===== config.mk =====
export PLATFORM = sky130hd
export DESIGN_NAME = c8su_ram
export DESIGN_NICKNAME = d
export VERILOG_FILES = /design/src/hdl/c8su_ram.sv
export SDC_FILE = /design/constraint.sdc
export NUM_CORES = 1
export LEC_CHECK = 0
export ABC_AREA = 1
export BUFFER_PORTS_ARGS = -buffer_cell sky130_fd_sc_hd__buf_2
export CAP_MARGIN = 10
export CORE_UTILIZATION = 35
export CTS_CLUSTER_DIAMETER = 200
export CTS_CLUSTER_SIZE = 10
export DETAILED_ROUTE_END_ITERATION = 12
export PLACE_DENSITY = 0.46
export SYNTH_ARGS = -nofsm -noshare
export SYNTH_HDL_FRONTEND = slang
export SYNTH_SLANG_ARGS = --single-unit

===== constraint.sdc =====
create_clock -name i_clk -period 2.5 [get_ports i_clk]
set_input_delay 0.125 -clock i_clk [delete_from_list [all_inputs] [get_ports i_clk]]
set_output_delay 0.125 -clock i_clk [all_outputs]
set_load 0.03 [all_outputs]

===== src/hdl/c8su_ram.sv =====
// ----------------------------------------------------------------------------
// c8su_ram
// Simple dual-port RAM, one write port, one read port with registered data.
// ----------------------------------------------------------------------------
module c8su_ram #(
    parameter int WIDTH = 8,
    parameter int DEPTH = 16
) (
    input  logic                     i_clk,
    input  logic                     i_we,
    input  logic [$clog2(DEPTH)-1:0] i_waddr,
    input  logic [WIDTH-1:0]         i_wdata,
    input  logic [$clog2(DEPTH)-1:0] i_raddr,
    output logic [WIDTH-1:0]         o_rdata
);

    logic [WIDTH-1:0] r_mem [0:DEPTH-1];

    always_ff @(posedge i_clk) begin
        if (i_we) begin
            r_mem[i_waddr] <= i_wdata;
        end
        o_rdata <= r_mem[i_raddr];
    end

endmodule


# ---- Word level (Yosys, flattened, before mapping)
# Memory sizes are Yosys's and may differ from the RTL's. A register that Yosys moved wholly into a read port is not among the register bits.
# Index checks and enable logic that the tools add are counted.
dict set report word_totals {
  regBits 0
  ram_bits 128
  input_bits 18
  out_inout_bits 8
  wordCells 3
  n_memories 1
}
dict set report classes {
  muxes 2
}
# name words word_bits read_ports rd_ports_with_merged_regs write_ports line
set mem_list {}
lappend mem_list {r_mem 16 8 1 1 1 17} ;# logic [WIDTH-1:0] r_mem [0:DEPTH-1];
# operator count
set op_table {}
lappend op_table {{two-way mux 1 bit} 2}

# ---- Logic depth before layout (Yosys ltp)
dict set report logic_depth {
  depth_word 2
  depth_mapped 8
  ltp_nobuf 7
}

# ---- Least setup slack after synthesis
# Ideal clock, no wire load.
dict set report synth_timing {
  kind {in2reg}
  startpoint {input port i_waddr[2]}
  endpoint {memory r_mem[10][0] (enable)}
  setup_ps 370
  arrival_ps 706
  required_time_ps 2130
  path_slack_ps 1424
  cell_stages 2
  n_path_buf 0
  path_cell_list {nand3b_1 > nor2_1}
}
# element line
set synth_rtl {}
lappend synth_rtl {{from (decl)} 11} ;# input logic [$clog2(DEPTH)-1:0] i_waddr,
lappend synth_rtl {{to (decl)} 17}
# No word-level cell before the write port.

# ---- Worst setup path in the final report
dict set report layout_timing {
  startpoint {register o_rdata[6] (read register of r_mem)}
  endpoint {output port o_rdata[6]}
}
# element line
set layout_rtl {}
lappend layout_rtl {{from (decl)} 14} ;# output logic [WIDTH-1:0] o_rdata
# No word-level cell between the ends.

==> results by group <==
Run status
  • Status: finished, final reports clean

Yosys
  • Distinct cells, synth: 12
  • Mapped Cells: 551
  • Largest cells by area after synthesis: edfxtp_1 (67%), nand2_1 (11%), nand3_1 (8.4%)
  • Yosys warns: 0
  • #FFs+latches synth: 136
  • Seq/Total Area, Yosys: 69.43%
  • Leading area contributor after synthesis: edfxtp_1
  • Average size of a mapped cell: 10.47 sq um
  • Synth Cell Area: 5767 sq um
  • Synth Net Count: 569
  • Yosys top cell area share: 66.65%

Power
  • Max IR drop VDD: 470.9 uV
  • Pwr Density: 777.9 nW/um^2
  • Leak pwr: 2.853 nW

Worst setup path
  • Sum of buffers and inverters on the critical path: 1
  • Data required time at the worst endpoint: 2.38 ns
  • CP top delay family: flip-flops
  • Critical path peak fanout: 1
  • Worst Setup SP: o_rdata[6]
  • Critical path class: reg -> out
  • Crit start category: flip-flop
  • Worst path depth: 1
  • Slowest CP cell: dfxtp_1
  • Worst setup EP type: output pin
  • Crit Reg-Reg Startpoint: r_mem[1][0]
  • FF-to-FF path depth: 6
  • Worst-path cell chain: buf_2
  • Crit path DAT: 1.02 ns
  • CP max stage delay: 0.38 ns

Global routing
  • Total gr overflow: 0
  • Initial antenna violation count: 0
  • Total GRT Usage: 17.64%
  • Vias in the first global route: 3,659
  • First-pass GRT wire length: 20,910 um
  • Largest net degree at the start of global routing: 65

Floorplanning
  • Core area: 16,000 sq um
  • # IOs: 26
  • Die H: 130.4 um
  • Die Footprint: 16,990 sq um
  • FP Rows: 46
  • Die Wd: 130.4 um
  • Initial Util: 36.04%

Cells and area
  • Commonest non-fill, non-tap cell in the layout: nand2_1
  • Final nets: 603
  • ANT cells: 0
  • Commonest non-fill, non-tap cells in the layout: nand2_1 (173), edfxtp_1 (128), inv_1 (100), nand3_1 (97), buf_2 (25)
  • P&R area growth vs syn: 15.17%
  • Final non-filler cell total: 813
  • Layout cells sized above 1: 10.72%

Clocking
  • TritonCTS clock tree: built
  • Buffer depth of the longest clock path: 2
  • CTS Hold Bufs: 0
  • H-tree level count: 4
  • CTS resizes: 0
  • Clock sink count: 136
  • CTS clk-pin slew, worst paths: 0.05 ns
  • CTS Root Cell: clkbuf_16
  • Num CTS Buffers: 17
  • Postcts setup bufs: 0
  • Latest clock arrival within the worst-skew pair: 0.42 ns

Drt
  • Routed wire per std cell: 16.48 um
  • Via-to-Cell Ratio: 4.572
  • 1st-iter DRT viols: 365
  • # DRC: 0
  • Drt first pass iters: 4
  • Final wirelength: 13,400 um
  • DRT antenna net count: 0
  • Via count: 3,717

Placement
  • Placed insts: 782
  • Port bufs: 25
  • Final GP Congestion: 0.7405
  • Detailed placement HPWL: 8198 um

Timing
  • Tmin final: 1.147 ns
  • Relative slew slack: 44.99%
  • Final cycle utilization of the critical path: 45.87%
  • Final Slew Violations: 0
  • Setup Skew: 0.005802 ns
  • Fmax: 0.8719 GHz
  • Fin Setup TNS: 0 ns
  • Final Hold Viols: 0
  • Final setup fails: 0
  • Slew @ Worst Pin: 0.8222 ns
  • RSZ-0062 raised after global routing: false

Hold path
  • WHS Path Cells: 1
  • Min-delay src: i_wdata[1]
  • Hold Crit Class: in -> reg

Job
  • Max_cap viols: 0
-- Yosys cell counts --
cell,n
nand2_1,173
inv_1,100
dfxtp_1,8
nand3b_1,2
buf_4,4
inv_2,2
buf_6,6
nand3_1,97
buf_1,1
edfxtp_1,128
nor2_1,17
buf_2,13
-- path summary, 6_finish.rpt --
path / endpoint / slack (ns)
setup / recovery: o_rdata[6] / 1.35
hold / removal: r_mem[9][1] / 0.11
setup reg to reg: o_rdata[0] / 1.48
hold reg to reg: o_rdata[1] / 0.68
-- logic make-up (layout without fill, tap and decap cells) --
logic type / after synthesis / after routing / share of synthesized area, %
flip-flops: 136 / 136 / 69.43
AND/OR/NAND/NOR: 289 / 289 / 21.05
buffers and inverters: 126 / 172 / 9.525
-- cell type report --
class / instances / area [sq um]
clock buffers: 26 / 479.2
well taps: 216 / 270.3
clock inverters: 5 / 48.80
flip-flops and latches: 136 / 4004
repair buffers: 39 / 242.7
multi-input cells: 289 / 1214
inverters: 102 / 382.9
fillers: 1639 / 9359
-- metal layers --
metal | global-route usage, % | wire (um)
met5 | 0 | 0
met2 | 26.69 | 6032
met1 | 24.00 | 6561
met4 | 7.437 | 214
met3 | 4.592 | 594
-- sequential cells by signal (all words and copies together) (netlist names) --
| register | count |
|---|---|
| o_rdata | 8 |
| r_mem | 128 |
-- stage by stage --
stage                     hold slack (ns)  power (mW)  util (%)  area (sq um)  setup slack [ns]
final                              0.1056       5.167     41.51          6641             1.353
after global routing               0.1075       5.348     41.51          6641             1.270
after CTS                         0.09174       5.212     41.51          6641             1.326
after detailed placement           0.5406       2.946     38.21          6113            0.9742
after global placement             0.5390       2.944     38.21          6113            0.9920
after floorplan                    0.2239       2.818         -          5767             1.424
-- report_power, final --
group          switching, mW  total, mW  internal, mW
Clock                  0.869       2.27          1.40
Sequential            0.0173       2.57          2.55
Combinational          0.239      0.326        0.0869
Total                   1.13       5.17          4.04
Power figures use the tool's default switching activity.
