`src/hdl/c8su_pkg.sv`:
```
// ----------------------------------------------------------------------------
// c8su_pkg
// Shared types, command codes, defaults and the hex font for the chip8 state unit.
// ----------------------------------------------------------------------------
package c8su_pkg;

    localparam int MEM_BYTES_DEF   = 4096;
    localparam int REG_COUNT_DEF   = 16;
    localparam int STACK_DEPTH_DEF = 16;
    localparam int FONT_BYTES      = 80;

    localparam logic [15:0] PC_RESET = 16'h0200;

    // command codes
    localparam logic [3:0] CMD_MEM_RD  = 4'd0;
    localparam logic [3:0] CMD_MEM_WR  = 4'd1;
    localparam logic [3:0] CMD_REG_RD  = 4'd2;
    localparam logic [3:0] CMD_REG_UPD = 4'd3;
    localparam logic [3:0] CMD_RET     = 4'd4;
    localparam logic [3:0] CMD_JUMP    = 4'd5;
    localparam logic [3:0] CMD_CALL    = 4'd6;
    localparam logic [3:0] CMD_PC_INC  = 4'd7;
    localparam logic [3:0] CMD_PC_DEC  = 4'd8;
    localparam logic [3:0] CMD_INDEX   = 4'd9;

    // alu operations
    localparam logic [2:0] OP_SET = 3'd0;
    localparam logic [2:0] OP_ADD = 3'd1;
    localparam logic [2:0] OP_SUB = 3'd2;
    localparam logic [2:0] OP_OR  = 3'd3;
    localparam logic [2:0] OP_AND = 3'd4;
    localparam logic [2:0] OP_XOR = 3'd5;
    localparam logic [2:0] OP_SHR = 3'd6;
    localparam logic [2:0] OP_SHL = 3'd7;

    typedef struct packed {
        logic [3:0]  cmd;
        logic [15:0] target_address;
        logic [15:0] jump_offset;
        logic [3:0]  reg_select;
        logic [15:0] data_value;
        logic [2:0]  alu_op;
    } t_cmd_item;

    typedef struct packed {
        logic [7:0]  read_data;
        logic [15:0] pc_value;
        logic [15:0] index_value;
        logic        stack_error;
    } t_result;

    // state updates worked out for one command
    typedef struct packed {
        logic [7:0]  reg_byte;
        logic        reg_we;
        logic [15:0] pc;
        logic [15:0] index;
        logic        push;
        logic        pop;
        logic        err;
    } t_upd;

    localparam logic [7:0] FONT_ROM [0:FONT_BYTES-1] = '{
        8'hF0, 8'h90, 8'h90, 8'h90, 8'hF0, 8'h20, 8'h60, 8'h20, 8'h20, 8'h70,
        8'hF0, 8'h10, 8'hF0, 8'h80, 8'hF0, 8'hF0, 8'h10, 8'hF0, 8'h10, 8'hF0,
        8'h90, 8'h90, 8'hF0, 8'h10, 8'h10, 8'hF0, 8'h80, 8'hF0, 8'h10, 8'hF0,
        8'hF0, 8'h80, 8'hF0, 8'h90, 8'hF0, 8'hF0, 8'h10, 8'h20, 8'h40, 8'h40,
        8'hF0, 8'h90, 8'hF0, 8'h90, 8'hF0, 8'hF0, 8'h90, 8'hF0, 8'h10, 8'hF0,
        8'hF0, 8'h90, 8'hF0, 8'h90, 8'h90, 8'hE0, 8'h90, 8'hE0, 8'h90, 8'hE0,
        8'hF0, 8'h80, 8'h80, 8'h80, 8'hF0, 8'hE0, 8'h90, 8'h90, 8'h90, 8'hE0,
        8'hF0, 8'h80, 8'hF0, 8'h80, 8'hF0, 8'hF0, 8'h80, 8'hF0, 8'h80, 8'h80
    };

endpackage

```
`src/hdl/c8su_alu.sv`:
```
// ----------------------------------------------------------------------------
// c8su_alu
// Works out the register, pc, index and stack updates of one command.
// ----------------------------------------------------------------------------
module c8su_alu #(
    parameter int REG_COUNT   = c8su_pkg::REG_COUNT_DEF,
    parameter int STACK_DEPTH = c8su_pkg::STACK_DEPTH_DEF,
    localparam int LW         = $clog2(STACK_DEPTH + 1)
) (
    input  c8su_pkg::t_cmd_item i_item,
    input  logic [7:0]          i_reg_byte,
    input  logic [15:0]         i_pc,
    input  logic [15:0]         i_index,
    input  logic [LW-1:0]       i_level,
    input  logic [15:0]         i_stack_top,
    output c8su_pkg::t_upd      o_upd
);

    logic [7:0] w_b;
    logic [7:0] w_byte;
    logic       w_big_shift;
    logic       w_reg_ok;
    logic       w_full;
    logic       w_empty;

    assign w_b         = i_item.data_value[7:0];
    assign w_big_shift = (w_b[7:3] != 5'd0);
    assign w_reg_ok    = ({1'b0, i_item.reg_select} < 5'(REG_COUNT));
    assign w_full      = (32'(i_level) >= 32'(STACK_DEPTH));
    assign w_empty     = (i_level == '0);

    always_comb begin
        case (i_item.alu_op)
            c8su_pkg::OP_SET: w_byte = w_b;
            c8su_pkg::OP_ADD: w_byte = i_reg_byte + w_b;
            c8su_pkg::OP_SUB: w_byte = i_reg_byte - w_b;
            c8su_pkg::OP_OR:  w_byte = i_reg_byte | w_b;
            c8su_pkg::OP_AND: w_byte = i_reg_byte & w_b;
            c8su_pkg::OP_XOR: w_byte = i_reg_byte ^ w_b;
            c8su_pkg::OP_SHR: w_byte = w_big_shift ? 8'd0 : (i_reg_byte >> w_b[2:0]);
            c8su_pkg::OP_SHL: w_byte = w_big_shift ? 8'd0 : (i_reg_byte << w_b[2:0]);
            default:          w_byte = w_b;
        endcase
    end

    always_comb begin
        o_upd          = '0;
        o_upd.reg_byte = w_byte;
        o_upd.pc       = i_pc;
        o_upd.index    = i_index;
        case (i_item.cmd)
            c8su_pkg::CMD_REG_UPD: begin
                o_upd.reg_we = w_reg_ok;
            end
            c8su_pkg::CMD_RET: begin
                if (w_empty) begin
                    o_upd.err = 1'b1;
                end else begin
                    o_upd.pop = 1'b1;
                    o_upd.pc  = i_stack_top;
                end
            end
            c8su_pkg::CMD_JUMP: begin
                o_upd.pc = i_item.target_address + i_item.jump_offset - 16'd2;
            end
            c8su_pkg::CMD_CALL: begin
                if (w_full) begin
                    o_upd.err = 1'b1;
                end else begin
                    o_upd.push = 1'b1;
                    o_upd.pc   = i_item.target_address - 16'd2;
                end
            end
            c8su_pkg::CMD_PC_INC: begin
                o_upd.pc = i_pc + 16'd2;
            end
            c8su_pkg::CMD_PC_DEC: begin
                o_upd.pc = i_pc - 16'd2;
            end
            c8su_pkg::CMD_INDEX: begin
                if (i_item.alu_op == c8su_pkg::OP_SET) begin
                    o_upd.index = i_item.data_value;
                end else if (i_item.alu_op == c8su_pkg::OP_ADD) begin
                    o_upd.index = i_index + i_item.data_value;
                end
            end
            default: begin
            end
        endcase
    end

endmodule

```
`config.mk`:
```
export PLATFORM = sky130hd
export DESIGN_NAME = c8su_alu
export DESIGN_NICKNAME = d
export VERILOG_FILES = /design/src/hdl/c8su_pkg.sv /design/src/hdl/c8su_alu.sv
export SDC_FILE = /design/constraint.sdc
export NUM_CORES = 1
export LEC_CHECK = 0
export ABC_AREA = 1
export BUFFER_PORTS_ARGS = -buffer_cell sky130_fd_sc_hd__buf_2
export CAP_MARGIN = 20
export CORE_MARGIN = 5
export CORE_UTILIZATION = 40
export DETAILED_ROUTE_END_ITERATION = 12
export SYNTH_ARGS = -nofsm -noshare
export SYNTH_HDL_FRONTEND = slang
export SYNTH_SLANG_ARGS = --single-unit
```
`constraint.sdc`:
```
create_clock -name vclk -period 3.9
set_input_delay 0.78 -clock vclk [all_inputs]
set_output_delay 0.78 -clock vclk [all_outputs]
set_load 0.03 [all_outputs]
```
**After elaboration in Yosys (flattened, before gate mapping)**

Index checks and enable logic that the tools add are counted.

- Register bits: 0
- Latch bits: 0
- Memory bits (writable): 0
- Bits in read-only memories: 0
- Bits of input ports: 120
- Output and inout bits: 44
- Word-level logic and storage cells: 48
- Memories kept: 0

- Add/subtract/negate cells: 8
- Multipliers: 0
- Divide/modulo/power cells: 0
- Magnitude comparators: 1
- Equal/unequal tests: 14
- Shifts and indexed selects: 2
- Multiplexer cells: 17
- Bitwise operators: 3
- Reductions and logical operators: 3

Operators with widths:

| kind | number |
|---|---|
| $mux 16 | 5 |
| $pmux 16 s5 | 1 |
| $pmux 8 s8 | 1 |
| $sub 16x2->16 const B | 3 |
| $add 16x16->16 | 2 |
| $add 16x2->16 const B | 1 |
| $eq 4x3->1 const B | 4 |
| $mux 8 | 2 |
| $eq 3x3->1 const B | 4 |
| $add 8x8->8 | 1 |
| $and 8x8->8 | 1 |
| $eq 4x4->1 const B | 2 |
| $or 8x8->8 | 1 |
| $shl 8x3->8 | 1 |
| $shr 8x3->8 | 1 |
| $sub 8x8->8 | 1 |
| $xor 8x8->8 | 1 |
| $mux 1 | 7 |
| $eq 3x2->1 const B | 2 |
| $ge 5x5->1 const B | 1 |
| $logic_not 5->1 | 1 |
| $reduce_bool 5->1 | 1 |
| $eq 4x2->1 const B | 1 |
| $eq 3x1->1 const B | 1 |
| 2 further kinds | 2 |

**Logic depth before layout (Yosys ltp)**

Gate-level depths: netlist of run 1.

- Word-level depth: 4
- Gate-level depth with buffers: 17
- Depth with buffers taken out: 16

**Worst setup path after synthesis of run 1**

OpenSTA, ideal clock, no wires.

- Path type: input -> output
- Start point: input i_item[4] (netlist bit)
- End point: output o_upd[43] (netlist bit)
- Data arrival time: 3.052 ns
- Data required time: 3.120 ns
- Setup slack: 0.068 ns
- Stages: 15
- Buffers on the path: 1
- Path through: inv_1 clkbuf_1 ha_1 inv_1 nor3_1 inv_1 o31ai_1 xor2_1 ha_1 a21oi_1 o21ai_0 a21oi_1 nand3_1 nand2_1 nand4_1

RTL lines:

| what | line | source |
|---|---|---|
| start: declaration | c8su_alu.sv:10 | `input c8su_pkg::t_cmd_item i_item,` |
| end: declaration | c8su_alu.sv:16 | `output c8su_pkg::t_upd o_upd` |

==> results list, run 1 <==
- The complex-gate fraction of the synthesized area is 0.2213.
- Worst hold-check path type: input pin to primary output
- Global-route met3 utilization: 0.02292
* Power density over the cells: 136.9 nW/um^2
- For this block, the routed nets add up to 20.65 mm of wire.
- Sequential element share of the synthesized area: 0
* GR met2 Demand/Resource: 0.3959
* Horiz. Die Dim: 128.0 um
- The top cell types in the final layout, fill and taps aside, are sky130_fd_sc_hd__nand2_1, sky130_fd_sc_hd__inv_1, sky130_fd_sc_hd__buf_2, sky130_fd_sc_hd__nand3_1, sky130_fd_sc_hd__nor2_1.
* Post-layout min period: 3.728 ns
- Hold buffers post-CTS: 0
* Synthesis-to-finish area growth: 20.63%
* Dominant combinational cell family by area after synthesis: simple AND/OR/NAND/NOR gates
* Antenna violations before repair: 0
* Startpoint of the most critical hold path: i_stack_top[0]
- Weighted congestion reported at the end of routability-driven placement: 0.9719
* Number of sequential cells in the layout: 0
- The hold violation total from the final report came to 0.
- Worst supply voltage drop on vdd: 0.06855 mV
* Hold Worst Slack: 1.933 ns
* Most utilized layer in the global route result: met2
- Leaving out fill and tap cells, the most frequent cell in the layout is sky130_fd_sc_hd__nand2_1.
- In this design, the stage delay of the slowest critical-path cell is 0.30 ns.
- Vias in the first global route: 6676
- Slew margin rel.: 0.5422
- Vias: 7283
- Unrepaired setup endpoints after global routing: true
- Detail-routed net length per standard cell: 14.79 um
- The first global-routing pass estimated 33.07 mm of wire.
- Residual DRC count: 0
* Number of slew-limit violations in the final report: 0
* Slew at the pin with the worst max-slew slack: 0.6782 ns
* Most repeated library cell on the critical path: sky130_fd_sc_hd__nand2_1
* Total gr overflow: 0
- Fill cells in the final layout number 1615.
* Post-CTS repair timing setup buffer count: 0
- Floorplan die height: 128.0 um
- Of the total synthesized cell area, the portion taken by AND, OR, NAND and NOR gates is 0.4234.
- Along the worst path, the maximum fanout reaches 7.
- The slowest stage of the critical path belongs to the cell sky130_fd_sc_hd__ha_1.
- Buffers placed on the I/O ports in this run total 160.
* Share of cell area taken by muxes after synthesis: 0
- In the global route stage, met1 resource usage came out at 0.3470.
- Of the total synthesized cell area, the portion taken by XOR and XNOR cells is 0.04247.
* Via density: 5.217
* Fin crit share: 0.9560
* GR Util All Layers: 0.2407
* Arrival time worst endpoint: 2.95 ns
- Hold Path Stages: 4
- The layout has 0 clock buffers.
- Fraction of final layout cells with drive strength greater than 1: 0.1941
- Number of instances resized during post-cts repair: 0
- Max-cap check violation count: 0
* Worst setup SP type: input pin
- Walking the worst path, the cells encountered are buf_2 -> inv_2 -> nor3_1 -> inv_2 -> buf_4 -> o21ai_2 -> buf_4 -> nand2_1 -> xor2_1 -> ha_1 -> nand2_1 -> o21ai_0 -> a21oi_1 -> a21oi_1 -> nor2_1 -> nand2_1 -> nand4_1 -> buf_6.
* Final Net Count: 1412
- Summing all flip-flop and latch instances after layout gives 0 sq um.
* Residual antenna-violating net count after detailed routing: 0
- The finished cells cover 6716 sq um.
- Post-detailed-placement cell area: 6664 sq um
- Core area: 13770 sq um
- The detailed router finished its first iteration with 458 violations.
* Detailed-routing iteration count for the pre-antenna-repair pass: 5
* Post-Synthesis Net Count: 1244
- The average instance in the mapped netlist occupies 5.303 sq um.
* Ports: 164
- After technology mapping, the gate count stands at 1050.
- Distinct cell type count of the synthesized netlist: 47
* Peak clock frequency supported by timing: 268.2 MHz
* Die footprint: 16380 sq um
- Worst hold endpoint: o_upd[19]
- Number of warnings issued by yosys: 0
- Detailed placement finished with a half-perimeter wire length of 17.55 mm.
* Worst endpoint required time: 3.12 ns
- The number of antenna diodes in the final layout is 0.
- Leading cell types by total area after synthesis: sky130_fd_sc_hd__nand2_1, sky130_fd_sc_hd__ha_1, sky130_fd_sc_hd__inv_1
* Pin count of the biggest net entering global routing: 21
- The worst setup path is captured at a primary output.
* Leak pwr: 0.003844 uW
* Number of placement rows: 43
- Setup violations remaining at the end of the flow were counted as 0.
- The critical path in this run is classified as input pin to primary output.
* Arithmetic-cell share of the synthesized area counting full adders, half adders and majority gates: 0.1703
- For this configuration, the core starts out at a cell density of 0.4043.
* Run status: finished clean
- Portion of synthesized cell area occupied by the leading cell type: 0.1894
- The synthesized netlist occupies a cell area of 5568 sq um.
- The largest total area in the synthesized netlist belongs to sky130_fd_sc_hd__nand2_1.
[metrics by stage]
step | setup TNS, ns | std cells | setup slack, ns | utilization | power, uW
final | 0 | 1396 | 0.1715 | 0.4876 | 919.5
after global routing | -0.08270 | 1396 | -0.06248 | 0.4876 | 1029
after CTS | 0 | 1396 | 0.07831 | 0.4838 | 899.8
after detailed placement | 0 | 1396 | 0.08275 | 0.4838 | 894.7
after global placement | 0 | 1396 | 0.08602 | 0.4838 | 891.0
after floorplan | 0 | 1050 | 0.06816 | - | 611.6
[routing by layer]
metal | wire length, um | part of all wire
met2 | 9301 | 0.45
met5 | 0 | 0
met3 | 1330 | 0.064
met4 | 314 | 0.015
met1 | 9699 | 0.47
[report_power, final]
part / internal [uW] / leakage [uW] / total [uW] / switching, uW
combinational: 321 / 0.00384 / 920 / 598
sequential: 0 / 0 / 0 / 0
clock: 0 / 0 / 0 / 0
total: 321 / 0.00384 / 920 / 598
[cells by family (layout without fill, tap and decap cells)]
logic type	count (synthesis)	count (layout)
XOR/XNOR	27	27
AO/OA/AOI/OAI	209	209
buffers and inverters	199	365
adder cells (fa/ha/maj)	74	74
AND/OR/NAND/NOR	541	541
[worst max-delay path by stage]
stage               from        end  slack [ns]  cells past startpoint
3_3_place_gp   i_item[1]  o_upd[41]        0.09                     17
6_report       i_item[1]  o_upd[43]        0.17                     18
4_1_cts        i_item[1]  o_upd[41]        0.08                     17
2_1_floorplan  i_item[4]  o_upd[43]        0.07                     15
5_1_grt        i_item[1]  o_upd[43]       -0.06                     18
3_5_place_dp   i_item[1]  o_upd[41]        0.08                     17
[cell type report]
class,instances,area (sq um),share of cell area
Tap cell,180,225.2,0.03353
Multi-Input combinational cell,851,4811,0.7163
Timing Repair Buffer,185,1005,0.1496
Inverter,180,675.6,0.1006
[Yosys cell counts, types with 2 or more instances]
cell type,count
sky130_fd_sc_hd__nor3_1,11
sky130_fd_sc_hd__o21bai_1,5
sky130_fd_sc_hd__ha_1,71
sky130_fd_sc_hd__inv_2,8
sky130_fd_sc_hd__o21a_1,4
sky130_fd_sc_hd__buf_6,3
sky130_fd_sc_hd__xnor2_1,6
sky130_fd_sc_hd__nand3_1,97
sky130_fd_sc_hd__nand4_1,19
sky130_fd_sc_hd__a21oi_1,69
sky130_fd_sc_hd__nor2_2,4
sky130_fd_sc_hd__o2111ai_1,4
sky130_fd_sc_hd__a32o_1,2
sky130_fd_sc_hd__o22ai_1,3
sky130_fd_sc_hd__a41oi_1,10
sky130_fd_sc_hd__fa_1,3
sky130_fd_sc_hd__o311ai_0,2
sky130_fd_sc_hd__nand2_2,17
sky130_fd_sc_hd__o21ai_2,2
sky130_fd_sc_hd__nor2_4,4
sky130_fd_sc_hd__inv_1,170
sky130_fd_sc_hd__nor2_1,94
sky130_fd_sc_hd__a21o_1,4
sky130_fd_sc_hd__nand3_2,4
sky130_fd_sc_hd__a22oi_1,4
sky130_fd_sc_hd__clkbuf_1,7
sky130_fd_sc_hd__a221oi_1,2
sky130_fd_sc_hd__o21ai_1,3
sky130_fd_sc_hd__clkinv_1,2
sky130_fd_sc_hd__nand2_1,281
sky130_fd_sc_hd__o211ai_1,9
sky130_fd_sc_hd__buf_2,7
sky130_fd_sc_hd__nand3b_1,5
sky130_fd_sc_hd__a31oi_1,6
sky130_fd_sc_hd__xor2_1,21
sky130_fd_sc_hd__o21ai_0,76
[critical path: cells and delay by family]
family / cells / cell delay [ns]
simple gates: 6 / 0.50
fa+ha+maj: 1 / 0.30
buf+inv: 6 / 0.77
compound gates: 4 / 0.42
xor+xnor: 1 / 0.15
No activity file was read; power rests on OpenSTA's default activity.
==> run 2, diff against run 1 <==
--- a/config.mk
+++ b/config.mk
@@ -5,12 +5,11 @@
 export SDC_FILE = /design/constraint.sdc
 export NUM_CORES = 1
 export LEC_CHECK = 0
-export ABC_AREA = 1
 export BUFFER_PORTS_ARGS = -buffer_cell sky130_fd_sc_hd__buf_2
 export CAP_MARGIN = 20
-export CORE_MARGIN = 5
 export CORE_UTILIZATION = 40
 export DETAILED_ROUTE_END_ITERATION = 12
+export PLACE_DENSITY = 0.65
 export SYNTH_ARGS = -nofsm -noshare
 export SYNTH_HDL_FRONTEND = slang
 export SYNTH_SLANG_ARGS = --single-unit
==> constraint.sdc (replaced) <==
create_clock -name vclk -period 3.88
set_input_delay 0.776 -clock vclk [all_inputs]
set_output_delay 0.776 -clock vclk [all_outputs]
set_load 0.03 [all_outputs]
==> run 2 against run 1 <==
  * The run now ends with negative setup slack left
  * Die area shrank 20%
  * Non-clock buffer count grew 82
  * Clock-buffer cell count is the same
  * Total power rose by 26%
  * Synthesized area fell by 9.3%
  * Worst hold slack got worse by 0.036 ns
==> results list, run 2 <==
- In this run the worst hold path is classified as input pin to primary output.
- In the final layout, flip-flops and latches occupy 0 sq um.
- Most frequently used cell type in the post-synthesis netlist: sky130_fd_sc_hd__inv_1
- Worst endpoint required time: 3.10 ns
* Global-route wire length before repair: 28.86 mm
- Non-Filler Instances: 1174
- After detailed routing, the number of remaining DRC violations is 0.
- The floorplan has 40 rows.
- Fin. Hold Viols: 0
- Total gr overflow: 0
- After layout, the worst setup slack is -0.05349 ns.
- Of the synthesized area, sequential elements account for 0.
- On the critical path, the stage with the largest delay is an instance of sky130_fd_sc_hd__or4b_4.
- In this run the cell area measured after placement is 6735 sq um.
- In this design, the critical path's most frequently occurring cell is sky130_fd_sc_hd__buf_4.
- Classification of the worst setup path: input pin to primary output
- Worst supply voltage drop on vdd: 0.1289 mV
- Setup repair after global routing could not meet its margin everywhere.
- Core area: 12160 sq um
* GR Util All Layers: 0.2686
- At the pin with the least slew margin, the transition time is 0.5069 ns.
- Hold Path Stages: 3
- Weighted congestion reported at the end of routability-driven placement: 0.9571
- Slew margin rel.: 0.6621
- The die is 114.4 um tall.
- Run status: complete, but fails checks
- Antenna violations before repair: 0
* Detail-routed net length per standard cell: 15.66 um
* Most common cell after layout, fill and taps aside: sky130_fd_sc_hd__buf_2
- Drt total wl: 18.38 mm
- Leaving out fill and tap cells, the most frequent cells in the layout are sky130_fd_sc_hd__buf_2, sky130_fd_sc_hd__buf_4, sky130_fd_sc_hd__inv_1, sky130_fd_sc_hd__nor2_1.
- The floorplan step defined a die boundary enclosing 13080 sq um.
- Buffering stage count on the worst path with inverters included: 3
* Number of gates on the worst path with buffers counted: 12
* Residual antenna-violating net count after detailed routing: 0
- The most critical setup path has its endpoint at o_upd[30].
* Leak pwr: 0.003528 uW
* Vias: 6649
* Launching element of the worst setup path: i_item[57]
- Crit-path cells: buf_6 -> or4b_4 -> xnor2_2 -> ha_4 -> nor3_4 -> nand4bb_1 -> buf_4 -> a21oi_2 -> o211ai_1 -> a221oi_1 -> a31oi_1 -> buf_4
- Fraction of final layout cells with drive strength greater than 1: 0.3608
- Overall Power: 1162 uW
- Of the available clock period, the critical path in the final layout requires 1.014.
- The tightest hold path in the finished design has a slack of 1.896 ns.
- Largest area contributor in the synthesized netlist: sky130_fd_sc_hd__ha_1
- Summing all non-filler instances in the final layout gives an area of 7352 sq um.
- At the end of the flow, the number of nets in the layout was 1202.
- Post-Synthesis Net Count: 969
* Via density: 5.664
- Number of port buffers: 160
- Arrival time worst endpoint: 3.16 ns
- Max-cap check violation count: 0
- Power spread over the standard cell area amounts to 158.1 nW/um^2.
- Counting I/O delays and the setup requirement, the final critical path takes 3.933 ns.
- Element type at the critical path end: primary output
- Horiz. Die Dim: 114.4 um
- After detailed placement, the design holds a cell count of 1164.
- Largest delay contributor family on the critical path: simple AND/OR/NAND/NOR gates
- Vias in the first global route: 6202
- Ranked by total cell area, the synthesized netlist is headed by sky130_fd_sc_hd__ha_1, sky130_fd_sc_hd__inv_1, sky130_fd_sc_hd__a21oi_1.
* Initial Utilization: 0.4154
* Syn Std Cell Area: 5052 sq um
- For this run, the slowest stage of the critical path takes 0.57 ns.
* Distinct cell type count of the synthesized netlist: 72
* Number of warnings issued by yosys: 0
- Number of instances in the synthesized netlist: 775
- CLK BUF: 0
- Measured on the finished design, the core utilization comes to 0.6045.
- Dividing the synthesized area by the synthesized cell count gives 6.519 sq um.
- Pin placement for this block handled 164 I/O pins.
* Synthesis-to-finish area growth: 45.52%
* Peak clock frequency supported by timing: 254.2 MHz
- Portion of synthesized cell area occupied by the leading cell type: 0.1758
- Worst setup SP type: input pin
- Detailed-routing iteration count for the pre-antenna-repair pass: 8
- Failing checks: negative setup slack
* Number of sequential cells in the layout: 0
* Number of slew-limit violations in the final report: 0
- Iteration-0 DRC Markers: 455
- Of all nets on the critical path, the largest fanout is 4.
- Pin count of the biggest net entering global routing: 41
- The repair_antennas step left the layout with diodes totalling 0.
- Setup violation total in the final timing report: 4
- After synthesis, the most frequently instantiated cells are sky130_fd_sc_hd__inv_1, sky130_fd_sc_hd__ha_1, sky130_fd_sc_hd__a21oi_1, sky130_fd_sc_hd__nor2_1, sky130_fd_sc_hd__nand2_1.
* Fillers: 1168
- Once detailed placement completed, the half-perimeter wirelength came to 14.84 mm.
## run 2: cell types whose count changed after synthesis, sizes merged, moves of 21 or more
cell / before / now
xnor2: 6 / 37
o21ai: 81 / 59
inv: 178 / 88
nand3: 101 / 18
nor2: 102 / 65
clkbuf: 7 / 28
nand2: 299 / 62
## run 2: logic make-up after synthesis
kind of cell    after synthesis  synth area share
mux                          23           0.04705
buf+inv                     124           0.09411
simple gates                250            0.2546
xor+xnor                     48           0.08321
fa+ha+maj                    74            0.1877
compound gates              256            0.3333
## run 2: tightest hold or removal path: cells and delay by family
kind                   cells  cell delay (ns)
buffers and inverters      2             0.26
AO/OA/AOI/OAI              1             0.08
## run 2: stage by stage
stage               setup TNS, ns  worst slack [ns]
finish                    -0.1467          -0.05349
global route              -0.8013           -0.1501
CTS                       -0.1569          -0.06646
detailed placement         -1.640           -0.2154
global placement           -1.466           -0.2054
floorplan                -0.02269          -0.01859
## run 2: how the worst min path moves through the flow
stage	endpoint	start	slack, ns
finish	o_upd[18]	i_item[18]	1.90
global route	o_upd[18]	i_item[18]	1.92
CTS	o_upd[18]	i_item[18]	1.90
detailed placement	o_upd[18]	i_item[18]	1.90
global placement	o_upd[18]	i_item[18]	1.90
floorplan	o_upd[35]	i_item[58]	1.67
## run 2: layout make-up
class	count	area, sq um	share of cell area
multi-input cells	651	5052	0.6872
repair buffers	267	1749	0.2379
inverters	88	340.3	0.04629
well taps	168	210.2	0.02859
## run 2: metal layers
layer	part of all wire	GRT usage	vias up
met5	0	0	-
met2	0.49	0.5002	288
met1	0.42	0.3278	3034
li1	-	-	3295
met4	0.022	0.06580	0
met3	0.067	0.02753	32
## run 2: report_power, final
part           leakage (uW)  internal [uW]  switching [uW]
registers                 0              0               0
clock network             0              0               0
logic               0.00353            525             637
## run 2: timing repair
item,CTS,global route
resized for setup,53,79
gates cloned,0,0
setup endpoints to repair,13,21
pin swaps,20,42
hold buffers,0,0
setup buffers,3,7
==> run 3, diff against run 2 <==
--- a/config.mk
+++ b/config.mk
@@ -10,6 +10,8 @@
 export CORE_UTILIZATION = 40
 export DETAILED_ROUTE_END_ITERATION = 12
 export PLACE_DENSITY = 0.65
+export SLEW_MARGIN = 10
 export SYNTH_ARGS = -nofsm -noshare
 export SYNTH_HDL_FRONTEND = slang
 export SYNTH_SLANG_ARGS = --single-unit
+export TNS_END_PERCENT = 1
==> run 3 against run 2 <==
  * The run still ends with negative setup slack left
  * Worst hold slack worse by 0.0075 ns
  * Worst setup slack lost 0.079 ns
  * Total power down 5.9%
  * Via count fell by 0.51%
  * Sequential share of layout area unchanged
  * Combinational power is 6% lower
  * Non-clock buffer count decreased by 8
  * Cell area fell by 4.2%
  * Global-route usage rose by 0.24 points
  * Highest routed layer unchanged
==> results list, run 3 (synthesis results as in run 2) <==
- Across every metal layer, demand over resource in global routing totals 0.2710.
- Global-route wire length before repair: 29.21 mm
- Floorplan die height: 114.4 um
- For this run, design rule violations remaining after detail routing come to 0.
- The worst setup path is launched from an input pin.
* Footprint of the flip-flops and latches: 0 sq um
- The routed layout has 6615 vias.
- CLK BUF: 0
- Slew margin rel.: 0.5202
- Total negative slack: -0.4537 ns
- Ports: 164
* Peak clock frequency supported by timing: 249.3 MHz
* Crit-path cells: buf_2 -> or4b_4 -> xnor2_2 -> ha_2 -> nor3_2 -> nand4bb_1 -> nor4_1 -> a31oi_1 -> a31o_2 -> a32oi_4 -> buf_6
- Arrival time worst endpoint: 3.24 ns
- Run status: complete, but fails checks
* Element type at the critical path end: primary output
- Fin. Hold Viols: 0
- Power density over the cells: 155.2 nW/um^2
- Drt total wl: 18.11 mm
* Die footprint: 13080 sq um
* Slack of the critical path: -0.1320 ns
- Hold buffers post-CTS: 0
- Highest-count cells in the layout ignoring fill and taps: sky130_fd_sc_hd__buf_2, sky130_fd_sc_hd__buf_4, sky130_fd_sc_hd__inv_1, sky130_fd_sc_hd__ha_1
* Launching element of the worst setup path: i_item[56]
- Setup repair after global routing could not meet its margin everywhere.
- During placement, the flow inserted port buffers numbering 160.
- The via count of the first global-routing pass was 6271.
- For this run the aggregate overflow at the end of global routing stands at 0.
* Residual antenna-violating net count after detailed routing: 0
- The critical path crosses 11 cells after its start point.
* Estimated wirelength of the detail-placed design: 14.87 mm
* Synthesis-to-finish area growth: 39.40%
- In this run the standard cell core region covers 12160 sq um.
* Fin crit share: 1.034
- Weighted congestion reported at the end of routability-driven placement: 0.9377
- Hold Worst Slack: 1.889 ns
- The initial utilization of the core area, before any placement, comes to 0.4154.
* Horiz. Die Dim: 114.4 um
- Largest delay contributor family on the critical path: simple AND/OR/NAND/NOR gates
- The floorplan has 40 rows.
* Post-layout min period: 4.012 ns
- At the end of the flow, the number of nets in the layout was 1194.
* Destination of the critical timing path: o_upd[32]
- The worst setup path is of the input pin to primary output kind.
- Max-cap check violation count: 0
- VDD sags by at most 0.1155 mV.
- The first detailed-routing pass took 5 iterations.
* Slew at the pin with the worst max-slew slack: 0.7171 ns
- Failing checks: negative setup slack
* Buffering stage count on the worst path with inverters included: 2
* Most common cell after layout, fill and taps aside: sky130_fd_sc_hd__buf_2
- Pin count of the biggest net entering global routing: 41
* Fraction of final layout cells with drive strength greater than 1: 0.3327
- In this run the worst path has a maximum fanout of 4.
- Setup violations remaining at the end of the flow were counted as 7.
- Antenna Diode Count: 0
- Via density: 5.673
- Detail-routed net length per standard cell: 15.53 um
- The tightest min-delay check is of the input pin to primary output type.
- Antenna violations before repair: 0
- STA puts the critical path data required time at 3.10 ns.
- The first routing iteration left 479 violations.
- On the critical path, the stage with the largest delay is an instance of sky130_fd_sc_hd__or4b_4.
* Number of sequential cells in the layout: 0
- In this design, the stage delay of the slowest critical-path cell is 0.57 ns.
- In this run the most critical hold path is launched from i_item[18].
- The number of max-slew violations in the final report was 0.
* Leak pwr: 0.003423 uW
==> run 3: how the worst min path moves through the flow <==
stage	end	slack, ns	depth (start not counted)
6_report	o_upd[18]	1.89	3
5_1_grt	o_upd[18]	1.91	3
2_1_floorplan	o_upd[35]	1.67	1
4_1_cts	o_upd[18]	1.89	3
3_3_place_gp	o_upd[18]	1.89	3
3_5_place_dp	o_upd[18]	1.89	3
==> run 3: routing by layer <==
layer | vias to the layer above | wire length (um) | GRT usage
met5 | - | 0 | 0
met4 | 0 | 494 | 0.06926
met3 | 39 | 1240 | 0.02012
met2 | 280 | 8794 | 0.5083
met1 | 3009 | 7582 | 0.3314
li1 | 3287 | - | -
==> run 3: repair_timing <==
action                     CTS  global route
cloned                       0             0
pin swaps                   19             9
gates resized for setup     59            33
setup endpoints to repair   15            23
buffers inserted             2             0
==> run 3: power by group <==
part	switching, uW	internal, uW	total [uW]
clock	0	0	0
sequential	0	0	0
combinational	605	488	1090
total	605	488	1090
==> run 3: area by class of cell <==
class	count	area [sq um]
inverters	88	332.8
fillers	1283	5119
multi-input cells	651	4873
repair buffers	259	1627
well taps	168	210.2
==> run 3: per-stage QoR <==
stage | total power [uW] | setup WS [ns] | cells | util | area, sq um
floorplan | 634.7 | -0.1297 | 775 | - | 5090
global placement | 991.8 | -0.3663 | 1164 | 0.5495 | 6683
detailed placement | 999.2 | -0.3948 | 1164 | 0.5495 | 6683
CTS | 1057 | -0.08870 | 1166 | 0.5693 | 6924
global route | 1197 | -0.2590 | 1166 | 0.5791 | 7043
finish | 1093 | -0.1320 | 1166 | 0.5791 | 7043
